[config.mk]
export PLATFORM = sky130hd
export DESIGN_NAME = x86_integer_alu_with_flags
export DESIGN_NICKNAME = d
export VERILOG_FILES = /design/src/xalu_pkg.sv /design/src/xalu_arith.sv /design/src/xalu_shift.sv /design/src/xalu_mul.sv /design/src/x86_integer_alu_with_flags.sv
export SDC_FILE = /design/constraint.sdc
export NUM_CORES = 2
export LEC_CHECK = 0
export ABC_CLOCK_PERIOD_IN_PS = 21400
export BUFFER_PORTS_ARGS = -buffer_cell sky130_fd_sc_hd__buf_2
export CAP_MARGIN = 20
export CORE_AREA = 5 5 508 460
export DETAILED_ROUTE_END_ITERATION = 8
export DIE_AREA = 0 0 513 465
export GPL_ROUTABILITY_DRIVEN = 0
export PLACE_DENSITY = 0.41
export SETUP_SLACK_MARGIN = 0.02
export SLEW_MARGIN = 15
export SYNTH_ARGS = -nofsm -noshare
export SYNTH_HDL_FRONTEND = slang
export SYNTH_SLANG_ARGS = --single-unit
[constraint.sdc]
create_clock -name clk_i -period 21.4 [get_ports clk_i]
set_input_delay 3.21 -clock clk_i [delete_from_list [all_inputs] [get_ports clk_i]]
set_output_delay 3.21 -clock clk_i [all_outputs]
set_load 0.02 [all_outputs]
[src/xalu_pkg.sv]
// Shared types, codes and helper functions for the x86 integer ALU.
// No dependencies; used by every module of the block.
`default_nettype none

package xalu_pkg;

  // Operation codes carried on the mode field
  typedef enum logic [4:0] {
    MODE_ADD  = 5'd0,
    MODE_ADC  = 5'd1,
    MODE_SUB  = 5'd2,
    MODE_SBB  = 5'd3,
    MODE_AND  = 5'd4,
    MODE_OR   = 5'd5,
    MODE_XOR  = 5'd6,
    MODE_ROL  = 5'd7,
    MODE_ROR  = 5'd8,
    MODE_RCL  = 5'd9,
    MODE_RCR  = 5'd10,
    MODE_SHL  = 5'd11,
    MODE_SHR  = 5'd12,
    MODE_SAR  = 5'd13,
    MODE_MUL  = 5'd14,
    MODE_IMUL = 5'd15,
    MODE_COND = 5'd16,
    MODE_LDF  = 5'd17
  } mode_e;

  // Operand size codes; the spare code behaves as 32 bits
  typedef enum logic [1:0] {
    WIDTH_8  = 2'd0,
    WIDTH_16 = 2'd1,
    WIDTH_32 = 2'd2
  } width_e;

  // Jcc condition pairs (condition code without its invert bit)
  typedef enum logic [2:0] {
    CC_O  = 3'd0,
    CC_B  = 3'd1,
    CC_Z  = 3'd2,
    CC_BE = 3'd3,
    CC_S  = 3'd4,
    CC_P  = 3'd5,
    CC_L  = 3'd6,
    CC_LE = 3'd7
  } cc_e;

  // Status flags, packed so that bit 0 is CF and bit 5 is OF
  typedef struct packed {
    logic of;
    logic sf;
    logic zf;
    logic af;
    logic pf;
    logic cf;
  } flags_t;

  function automatic logic [31:0] width_mask(logic [1:0] ws);
    logic [31:0] m;
    case (width_e'(ws))
      WIDTH_8:  m = 32'h0000_00FF;
      WIDTH_16: m = 32'h0000_FFFF;
      default:  m = 32'hFFFF_FFFF;
    endcase
    return m;
  endfunction

  // Sign bit of a value at the selected size
  function automatic logic top_bit(logic [31:0] v, logic [1:0] ws);
    logic t;
    case (width_e'(ws))
      WIDTH_8:  t = v[7];
      WIDTH_16: t = v[15];
      default:  t = v[31];
    endcase
    return t;
  endfunction

  // Bit just below the sign bit
  function automatic logic next_bit(logic [31:0] v, logic [1:0] ws);
    logic t;
    case (width_e'(ws))
      WIDTH_8:  t = v[6];
      WIDTH_16: t = v[14];
      default:  t = v[30];
    endcase
    return t;
  endfunction

  // PF, ZF and SF from a result already masked to the size
  function automatic flags_t set_szp(flags_t f, logic [31:0] s, logic [1:0] ws);
    flags_t r;
    r    = f;
    r.pf = ~^s[7:0];
    r.zf = (s == 32'd0);
    r.sf = top_bit(s, ws);
    return r;
  endfunction

endpackage

`default_nettype wire

[src/xalu_arith.sv]
// Add, subtract (with carry or borrow) and bitwise logic with their flags.
// Depends on xalu_pkg.
`default_nettype none

module xalu_arith import xalu_pkg::*; (
  input  mode_e       mode_i,
  input  logic [1:0]  width_i,
  input  logic [31:0] a_i,      // masked to size
  input  logic [31:0] b_i,      // masked to size
  input  flags_t      flags_i,
  output logic [31:0] res_o,
  output flags_t      flags_o
);

  logic [31:0] mask;
  logic        cin;
  logic        bin;
  logic [32:0] sum;
  logic [32:0] dif;
  logic [31:0] sum_m;
  logic [31:0] dif_m;
  logic        sum_c;
  logic [31:0] logic_res;

  assign mask  = width_mask(width_i);
  assign cin   = (mode_i == MODE_ADC) & flags_i.cf;
  assign bin   = (mode_i == MODE_SBB) & flags_i.cf;
  assign sum   = {1'b0, a_i} + {1'b0, b_i} + {32'd0, cin};
  assign dif   = {1'b0, a_i} - {1'b0, b_i} - {32'd0, bin};
  assign sum_m = sum[31:0] & mask;
  assign dif_m = dif[31:0] & mask;

  // carry out of the top bit at the selected size
  always_comb begin
    case (width_e'(width_i))
      WIDTH_8:  sum_c = sum[8];
      WIDTH_16: sum_c = sum[16];
      default:  sum_c = sum[32];
    endcase
  end

  always_comb begin
    case (mode_i)
      MODE_AND: logic_res = a_i & b_i;
      MODE_OR:  logic_res = a_i | b_i;
      default:  logic_res = a_i ^ b_i;
    endcase
  end

  always_comb begin
    res_o   = 32'd0;
    flags_o = flags_i;
    case (mode_i)
      MODE_ADD, MODE_ADC: begin
        res_o      = sum_m;
        flags_o.cf = sum_c;
        flags_o.af = a_i[4] ^ b_i[4] ^ sum_m[4];
        flags_o.of = top_bit((a_i ^ sum_m) & (b_i ^ sum_m), width_i);
        flags_o    = set_szp(flags_o, sum_m, width_i);
      end
      MODE_SUB, MODE_SBB: begin
        // operands are below 2^32, so bit 32 is the borrow
        res_o      = dif_m;
        flags_o.cf = dif[32];
        flags_o.af = a_i[4] ^ b_i[4] ^ dif_m[4];
        flags_o.of = top_bit((a_i ^ b_i) & (a_i ^ dif_m), width_i);
        flags_o    = set_szp(flags_o, dif_m, width_i);
      end
      MODE_AND, MODE_OR, MODE_XOR: begin
        res_o      = logic_res;
        flags_o.cf = 1'b0;
        flags_o.of = 1'b0;
        flags_o    = set_szp(flags_o, logic_res, width_i);
      end
      default: begin
        res_o   = 32'd0;
        flags_o = flags_i;
      end
    endcase
  end

endmodule

`default_nettype wire

[src/xalu_shift.sv]
// Barrel rotator and shifter: ROL, ROR, RCL, RCR, SHL, SHR, SAR with flags.
// Depends on xalu_pkg.
`default_nettype none

module xalu_shift import xalu_pkg::*; (
  input  mode_e       mode_i,
  input  logic [1:0]  width_i,
  input  logic [31:0] a_i,      // masked to size
  input  logic [4:0]  cnt_i,
  input  flags_t      flags_i,
  output logic [31:0] res_o,
  output flags_t      flags_o
);

  logic [31:0] mask;
  logic [31:0] rep;
  logic [63:0] rol_dbl;
  logic [63:0] ror_dbl;
  logic [31:0] rol_res;
  logic [31:0] ror_res;
  logic [65:0] rc_dbl;
  logic [4:0]  rc_cnt;
  logic [65:0] rcl_dbl;
  logic [65:0] rcr_dbl;
  logic [31:0] rcl_res;
  logic [31:0] rcr_res;
  logic        rcl_c;
  logic        rcr_c;
  logic [63:0] shl_ext;
  logic [31:0] shl_res;
  logic        shl_c;
  logic [32:0] shr_ext;
  logic [31:0] sa;
  logic [32:0] sar_ext;
  logic        msb_a;
  logic        cnt_nz;
  logic        cnt_one;

  assign mask    = width_mask(width_i);
  assign msb_a   = top_bit(a_i, width_i);
  assign cnt_nz  = (cnt_i != 5'd0);
  assign cnt_one = (cnt_i == 5'd1);

  // Plain rotates: the operand repeated across 32 bits rotates by the
  // count modulo its own size.
  always_comb begin
    case (width_e'(width_i))
      WIDTH_8:  rep = {4{a_i[7:0]}};
      WIDTH_16: rep = {2{a_i[15:0]}};
      default:  rep = a_i;
    endcase
  end

  assign rol_dbl = {rep, rep} << cnt_i;
  assign ror_dbl = {rep, rep} >> cnt_i;
  assign rol_res = rol_dbl[63:32] & mask;
  assign ror_res = ror_dbl[31:0] & mask;

  // Rotates through carry work on the size plus one bit, count modulo that
  always_comb begin
    case (width_e'(width_i))
      WIDTH_8: begin
        rc_dbl = {48'd0, flags_i.cf, a_i[7:0], flags_i.cf, a_i[7:0]};
        if (cnt_i >= 5'd27)      rc_cnt = 5'(cnt_i - 5'd27);
        else if (cnt_i >= 5'd18) rc_cnt = 5'(cnt_i - 5'd18);
        else if (cnt_i >= 5'd9)  rc_cnt = 5'(cnt_i - 5'd9);
        else                     rc_cnt = cnt_i;
      end
      WIDTH_16: begin
        rc_dbl = {32'd0, flags_i.cf, a_i[15:0], flags_i.cf, a_i[15:0]};
        rc_cnt = (cnt_i >= 5'd17) ? 5'(cnt_i - 5'd17) : cnt_i;
      end
      default: begin
        rc_dbl = {flags_i.cf, a_i, flags_i.cf, a_i};
        rc_cnt = cnt_i;
      end
    endcase
  end

  assign rcl_dbl = rc_dbl << rc_cnt;
  assign rcr_dbl = rc_dbl >> rc_cnt;

  always_comb begin
    case (width_e'(width_i))
      WIDTH_8: begin
        rcl_c   = rcl_dbl[17];
        rcl_res = {24'd0, rcl_dbl[16:9]};
        rcr_c   = rcr_dbl[8];
        rcr_res = {24'd0, rcr_dbl[7:0]};
      end
      WIDTH_16: begin
        rcl_c   = rcl_dbl[33];
        rcl_res = {16'd0, rcl_dbl[32:17]};
        rcr_c   = rcr_dbl[16];
        rcr_res = {16'd0, rcr_dbl[15:0]};
      end
      default: begin
        rcl_c   = rcl_dbl[65];
        rcl_res = rcl_dbl[64:33];
        rcr_c   = rcr_dbl[32];
        rcr_res = rcr_dbl[31:0];
      end
    endcase
  end

  // Shifts: an extra bit beside the operand catches the last bit out
  assign shl_ext = {32'd0, a_i} << cnt_i;
  assign shl_res = shl_ext[31:0] & mask;

  always_comb begin
    case (width_e'(width_i))
      WIDTH_8:  shl_c = shl_ext[8];
      WIDTH_16: shl_c = shl_ext[16];
      default:  shl_c = shl_ext[32];
    endcase
  end

  assign shr_ext = {a_i, 1'b0} >> cnt_i;
  assign sa      = (a_i & mask) | ({32{msb_a}} & ~mask);
  assign sar_ext = $signed({sa, 1'b0}) >>> cnt_i;

  always_comb begin
    res_o   = a_i;
    flags_o = flags_i;
    case (mode_i)
      MODE_ROL: begin
        res_o = rol_res;
        if (cnt_nz) begin
          flags_o.cf = rol_res[0];
          flags_o.of = cnt_one & (top_bit(rol_res, width_i) ^ rol_res[0]);
        end
      end
      MODE_ROR: begin
        res_o = ror_res;
        if (cnt_nz) begin
          flags_o.cf = top_bit(ror_res, width_i);
          flags_o.of = cnt_one &
                       (top_bit(ror_res, width_i) ^ next_bit(ror_res, width_i));
        end
      end
      MODE_RCL: begin
        res_o = rcl_res;
        if (cnt_nz) flags_o.cf = rcl_c;
        if (cnt_one) flags_o.of = top_bit(rcl_res, width_i) ^ rcl_c;
      end
      MODE_RCR: begin
        res_o = rcr_res;
        if (cnt_nz) flags_o.cf = rcr_c;
        if (cnt_one) flags_o.of = msb_a ^ flags_i.cf;
      end
      MODE_SHL: begin
        res_o = shl_res;
        if (cnt_nz) begin
          flags_o    = set_szp(flags_i, shl_res, width_i);
          flags_o.cf = shl_c;
          flags_o.of = cnt_one & (top_bit(shl_res, width_i) ^ shl_c);
        end
      end
      MODE_SHR: begin
        res_o = shr_ext[32:1];
        if (cnt_nz) begin
          flags_o    = set_szp(flags_i, shr_ext[32:1], width_i);
          flags_o.cf = shr_ext[0];
          flags_o.of = cnt_one & msb_a;
        end
      end
      MODE_SAR: begin
        res_o = sar_ext[32:1] & mask;
        if (cnt_nz) begin
          flags_o    = set_szp(flags_i, sar_ext[32:1] & mask, width_i);
          flags_o.cf = sar_ext[0];
          flags_o.of = 1'b0;
        end
      end
      default: begin
        res_o   = a_i;
        flags_o = flags_i;
      end
    endcase
  end

endmodule

`default_nettype wire

[src/xalu_mul.sv]
// Combinational 33x33 signed multiplier serving MUL and IMUL at every size.
// Depends on xalu_pkg.
`default_nettype none

module xalu_mul import xalu_pkg::*; (
  input  logic        signed_i,
  input  logic [1:0]  width_i,
  input  logic [31:0] a_i,      // masked to size
  input  logic [31:0] b_i,      // masked to size
  output logic [31:0] lo_o,
  output logic [31:0] hi_o,
  output logic        ovf_o
);

  logic [31:0] mask;
  logic        sa;
  logic        sb;
  logic [32:0] xa;
  logic [32:0] xb;
  logic [65:0] prod;

  assign mask = width_mask(width_i);
  assign sa   = signed_i & top_bit(a_i, width_i);
  assign sb   = signed_i & top_bit(b_i, width_i);
  assign xa   = {sa, (a_i & mask) | ({32{sa}} & ~mask)};
  assign xb   = {sb, (b_i & mask) | ({32{sb}} & ~mask)};
  assign prod = $signed(xa) * $signed(xb);

  assign lo_o = prod[31:0] & mask;

  always_comb begin
    case (width_e'(width_i))
      WIDTH_8:  hi_o = {24'd0, prod[15:8]};
      WIDTH_16: hi_o = {16'd0, prod[31:16]};
      default:  hi_o = prod[63:32];
    endcase
  end

  // unsigned: any high bit; signed: high half is not the sign of the low
  assign ovf_o = signed_i ? (hi_o != ({32{top_bit(lo_o, width_i)}} & mask))
                          : (hi_o != 32'd0);

endmodule

`default_nettype wire

[src/x86_integer_alu_with_flags.sv]
// Top level of the x86 integer ALU: input register, execute logic, flags
// register and result register. Depends on xalu_pkg, xalu_arith, xalu_shift
// and xalu_mul.
//
// Usage
//   Input channel (in_valid_i / in_ready_o) carries one operation per
//   transaction: mode, operand size, two operands, shift count and Jcc code.
//   Output channel (out_valid_o / out_ready_i) carries one result per
//   transaction: low and high result words, the flags after the operation
//   and the condition outcome.
//   Path: a transaction accepted into the input register has its result
//   registered in the result register as it advances, raising out_valid_o.
//   Throughput: one transaction per cycle while out_ready_i stays high.
//   The whole operation, including the 33x33 multiplier and the barrel
//   shifter, sits between the input register and the result register, and
//   the flags register is written as each operation leaves the input
//   register, so the next operation sees up-to-date flags with no bubble.
//   Stall: when out_ready_i is low with a result waiting, the input register
//   holds its operation; in_ready_o is high while it is empty or advancing.
//   Once out_ready_i returns both stages move on in the same cycle.
//   Reset: rst_ni low clears both valid bits and the flags register to zero.
`default_nettype none

module x86_integer_alu_with_flags import xalu_pkg::*; (
  input  logic        clk_i,
  input  logic        rst_ni,
  input  logic        in_valid_i,
  output logic        in_ready_o,
  input  logic [4:0]  mode_i,
  input  logic [1:0]  width_sel_i,
  input  logic [31:0] operand_a_i,
  input  logic [31:0] operand_b_i,
  input  logic [4:0]  shift_count_i,
  input  logic [3:0]  condition_code_i,
  output logic        out_valid_o,
  input  logic        out_ready_i,
  output logic [31:0] result_low_o,
  output logic [31:0] result_high_o,
  output logic [5:0]  flags_out_o,
  output logic        condition_true_o
);

  // input stage
  logic        in_valid_q, in_valid_d;
  logic [4:0]  mode_q;
  logic [1:0]  width_q;
  logic [31:0] a_q;
  logic [31:0] b_q;
  logic [4:0]  cnt_q;
  logic [3:0]  cc_q;

  // result stage
  logic        out_valid_q, out_valid_d;
  logic [31:0] res_lo_q, res_lo_d;
  logic [31:0] res_hi_q, res_hi_d;
  logic        ct_q, ct_d;

  // architectural flags
  flags_t      flags_q, flags_d;

  logic        in_fire;
  logic        advance;
  mode_e       mode;
  logic [31:0] mask;
  logic [31:0] a_m;
  logic [31:0] b_m;

  logic [31:0] arith_res;
  flags_t      arith_flags;
  logic [31:0] shift_res;
  flags_t      shift_flags;
  logic [31:0] mul_lo;
  logic [31:0] mul_hi;
  logic        mul_ovf;
  logic        cond_raw;

  // ---- handshake -----------------------------------------------------------
  assign advance    = in_valid_q & (~out_valid_q | out_ready_i);
  assign in_ready_o = ~in_valid_q | advance;
  assign in_fire    = in_valid_i & in_ready_o;

  assign in_valid_d  = in_fire | (in_valid_q & ~advance);
  assign out_valid_d = advance | (out_valid_q & ~out_ready_i);

  // ---- execute -------------------------------------------------------------
  assign mode = mode_e'(mode_q);
  assign mask = width_mask(width_q);
  assign a_m  = a_q & mask;
  assign b_m  = b_q & mask;

  xalu_arith u_arith (
    .mode_i  (mode),
    .width_i (width_q),
    .a_i     (a_m),
    .b_i     (b_m),
    .flags_i (flags_q),
    .res_o   (arith_res),
    .flags_o (arith_flags)
  );

  xalu_shift u_shift (
    .mode_i  (mode),
    .width_i (width_q),
    .a_i     (a_m),
    .cnt_i   (cnt_q),
    .flags_i (flags_q),
    .res_o   (shift_res),
    .flags_o (shift_flags)
  );

  xalu_mul u_mul (
    .signed_i (mode == MODE_IMUL),
    .width_i  (width_q),
    .a_i      (a_m),
    .b_i      (b_m),
    .lo_o     (mul_lo),
    .hi_o     (mul_hi),
    .ovf_o    (mul_ovf)
  );

  // Jcc evaluation against the current flags; low bit inverts the test
  always_comb begin
    case (cc_e'(cc_q[3:1]))
      CC_O:    cond_raw = flags_q.of;
      CC_B:    cond_raw = flags_q.cf;
      CC_Z:    cond_raw = flags_q.zf;
      CC_BE:   cond_raw = flags_q.cf | flags_q.zf;
      CC_S:    cond_raw = flags_q.sf;
      CC_P:    cond_raw = flags_q.pf;
      CC_L:    cond_raw = flags_q.sf ^ flags_q.of;
      default: cond_raw = flags_q.zf | (flags_q.sf ^ flags_q.of);
    endcase
  end

  always_comb begin
    res_lo_d = 32'd0;
    res_hi_d = 32'd0;
    ct_d     = 1'b0;
    flags_d  = flags_q;
    case (mode)
      MODE_ADD, MODE_ADC, MODE_SUB, MODE_SBB, MODE_AND, MODE_OR, MODE_XOR: begin
        res_lo_d = arith_res;
        flags_d  = arith_flags;
      end
      MODE_ROL, MODE_ROR, MODE_RCL, MODE_RCR, MODE_SHL, MODE_SHR, MODE_SAR: begin
        res_lo_d = shift_res;
        flags_d  = shift_flags;
      end
      MODE_MUL, MODE_IMUL: begin
        res_lo_d   = mul_lo;
        res_hi_d   = mul_hi;
        flags_d.cf = mul_ovf;
        flags_d.of = mul_ovf;
      end
      MODE_COND: begin
        ct_d = cond_raw ^ cc_q[0];
      end
      MODE_LDF: begin
        flags_d = flags_t'(a_q[5:0]);
      end
      default: begin
        // unused modes: zero results, flags kept
        flags_d = flags_q;
      end
    endcase
  end

  // ---- registers -----------------------------------------------------------
  always_ff @(posedge clk_i or negedge rst_ni) begin
    if (!rst_ni) begin
      in_valid_q  <= 1'b0;
      out_valid_q <= 1'b0;
      flags_q     <= '0;
    end else begin
      in_valid_q  <= in_valid_d;
      out_valid_q <= out_valid_d;
      if (advance) begin
        flags_q <= flags_d;
      end
    end
  end

  always_ff @(posedge clk_i) begin
    if (in_fire) begin
      mode_q  <= mode_i;
      width_q <= width_sel_i;
      a_q     <= operand_a_i;
      b_q     <= operand_b_i;
      cnt_q   <= shift_count_i;
      cc_q    <= condition_code_i;
    end
  end

  // flags_q after the edge equals the flags reported with this result
  always_ff @(posedge clk_i) begin
    if (advance) begin
      res_lo_q <= res_lo_d;
      res_hi_q <= res_hi_d;
      ct_q     <= ct_d;
    end
  end

  assign out_valid_o      = out_valid_q;
  assign result_low_o     = res_lo_q;
  assign result_high_o    = res_hi_q;
  assign flags_out_o      = flags_q;
  assign condition_true_o = ct_q;

endmodule

`default_nettype wire

==> reports/results.ini <==
[floorplanning]
core_mm2 = 0.2284
std_cell_rows = 167
io_pins = 157
die_width_um = 513
dieArea_mm2 = 0.2385
initial_core_util = 0.2975
die_h_um = 465

[min_path]
hp-class = reg2reg

[synthesis]
synth_cell_types = 119
synth_top_family_by_area = adder cells
synth.area.mux_share = 0.06392
syn_nets = 10120
synth_compound_area_frac = 0.1701
synthCells = 8537
yosys.area_share.simple = 0.1742
yosys_warnings = 0
avgSynthCellArea_um2 = 7.959
synth_area_mm2 = 0.06795
synth_enable_flop_cells = 145
synthAdderAreaFrac = 0.4008
synth_flop_cell = edfxtp_1
synth_async_sr_flop_share = 0.05229
synth-seq-area-share = 0.06703
synth_xor_area_frac = 0.01854
synth_seq_cells = 153

[global_routing]
overflow = 0
grt_pass1_vias = 66380
grt_pass1_wl_mm = 531.4
antenna_found_initial = 38
grt_usage = 0.3121
grt_max_degree = 149

[sta]
rsz0062_at_grt = false
tns_ps = 0
drv_slew = 0
worst_pin_slew_ps = 1377
fin_skew_ps = 65.02
maxSlewHeadroom = 0.07208
finalSetupViolations = 0
min_period_ps = 13050
fmax_ghz = 0.07665
hold_viol = 0
fin_crit_sh = 0.6097

[finish]
nFillCells = 24580
layout.cells.most_common = inv_1
final_cell_mix = inv_1, fa_1, nand2_1, nor2_1, a21oi_1
drive_gt1_frac = 0.08133
syn_to_final_growth_pct = 7.625
fin_util = 0.3202
finalNetCount = 9988

[worst_setup_path]
crit_arrival_ps = 13530
cpMostUsedCell = fa_1
crit_path_end = flags_out_o[5]
critPathLaunch = width_q[0]
reg2reg_slack_ps = 8350
r2r_start = width_q[0]
crit_required_ps = 21880
max_stage_delay_ps = 890
r2r_cells = 35
crit_slowest_cell = nand2_2
r2r-end = flags_out_o[5]
path_max_fanout = 27
endpoint_kind = flip-flop
cp-start-kind = flip-flop
critical_path_class = reg2reg

[routing]
drcViolationCount = 38
routed_wirelength_mm = 381.5
avgRoutedWirePerCell_um = 33.22
vias = 68160
drt_iter0_drc = 9474
ant_nets = 0
via_per_inst = 5.936
dr.pass1.iters = 9

[clocking]
path_clk_slew_ps = 100
clock_sinks = 153
cts_hold_buffers = 0
clk_path_buf_depth = 3
htreeDepth = 4
ctsResizeCount = 0
clock-root-buffer = clkbuf_16
post_cts_buffers = 0
numCtsBuffers = 25
cts_tree = yes
clk_latency_ps = 640

[placed_design]
dp_hpwl_mm = 300.9
port_buffers = 156

[outcome]
violations = design-rule violations
run_status = finished, violations left

[job]
drv_cap = 0

-- worst min-delay path by stage --
| stage | depth (start not counted) | end | startpoint | slack (ps) |
|---|---|---|---|---|
| floorplan | 1 | out_valid_o | in_valid_q | 460 |
| global placement | 1 | out_valid_o | in_valid_q | 480 |
| detailed placement | 2 | flags_out_o[2] | flags_out_o[2] | 480 |
| CTS | 2 | flags_out_o[2] | flags_out_o[2] | 490 |
| global route | 1 | out_valid_o | in_valid_q | 550 |
| finish | 2 | flags_out_o[2] | flags_out_o[2] | 480 |
-- kinds of logic after synthesis --
family	Yosys count
and+or+nand+nor	2788
xor gates and xnor gates	143
DFF	153
buffers and inverters	1840
AOI/OAI and AO/OA	1727
adders and majority gates	1499
muxes	387
-- through the flow --
stage	hold WS, ps	cells	cell area (um^2)	setup WS (ps)
6_report	484.3	11480	73130	8353
5_1_grt	547.7	11450	73050	8068
4_1_cts	493.9	11450	73010	8647
3_5_place_dp	480.7	11420	72340	8668
3_3_place_gp	476.3	11410	72300	8696
2_1_floorplan	456.9	8537	67950	10220
-- routing by layer --
metal	share of wire	track usage
met4	0.057	0.1416
met3	0.13	0.1139
met5	0.00065	0.006154
met2	0.38	0.4189
met1	0.43	0.4411
-- Yosys cell counts (all sizes together) (95+ instances only) --
| library cell | number | share of area |
|---|---|---|
| nor2 | 1061 | 0.059 |
| clkbuf | 362 | 0.020 |
| inv | 1264 | 0.070 |
| mux2i | 288 | 0.042 |
| fa | 1129 | 0.33 |
| buf | 206 | 0.015 |
| nor3 | 123 | 0.0097 |
| a21oi | 420 | 0.031 |
| nand3 | 150 | 0.011 |
| edfxtp | 145 | 0.064 |
| o211ai | 108 | 0.012 |
| o21ai | 383 | 0.028 |
| ha | 370 | 0.068 |
| a211oi | 119 | 0.013 |
| nand2 | 1128 | 0.063 |
| a21o | 95 | 0.011 |
-- critical path: cells and delay by family (launching register included) --
kind,cells,cell delay [ps]
adder cells (fa/ha/maj),9,4760
AND/OR/NAND/NOR,10,3790
AO/OA/AOI/OAI,7,2220
buffers and inverters,9,1730
flip-flops,1,320
-- registers in the layout, indices dropped and copies added, names as in the netlist, 2 cells and up --
register and cells:
a_q 32, result_low_o 32, width_q 2, cnt_q 5
cc_q 4, result_high_o 32, b_q 32, flags_out_o 6
mode 5
-- cell type report --
class	instances	area (um^2)	share of cell area
multi-input combinational	6544	56450	0.7719
clock buffer	28	646.9	0.008846
inverter	1272	4780	0.06536
sequential	153	4554	0.06228
antenna	31	77.57	0.001061
timing repair buffer	409	2795	0.03822
clock inverter	4	18.77	0.0002566
tap	3042	3806	0.05205
Power is not shown: default switching activity piles up to over one toggle a cycle in this logic, so the estimate is an artifact.
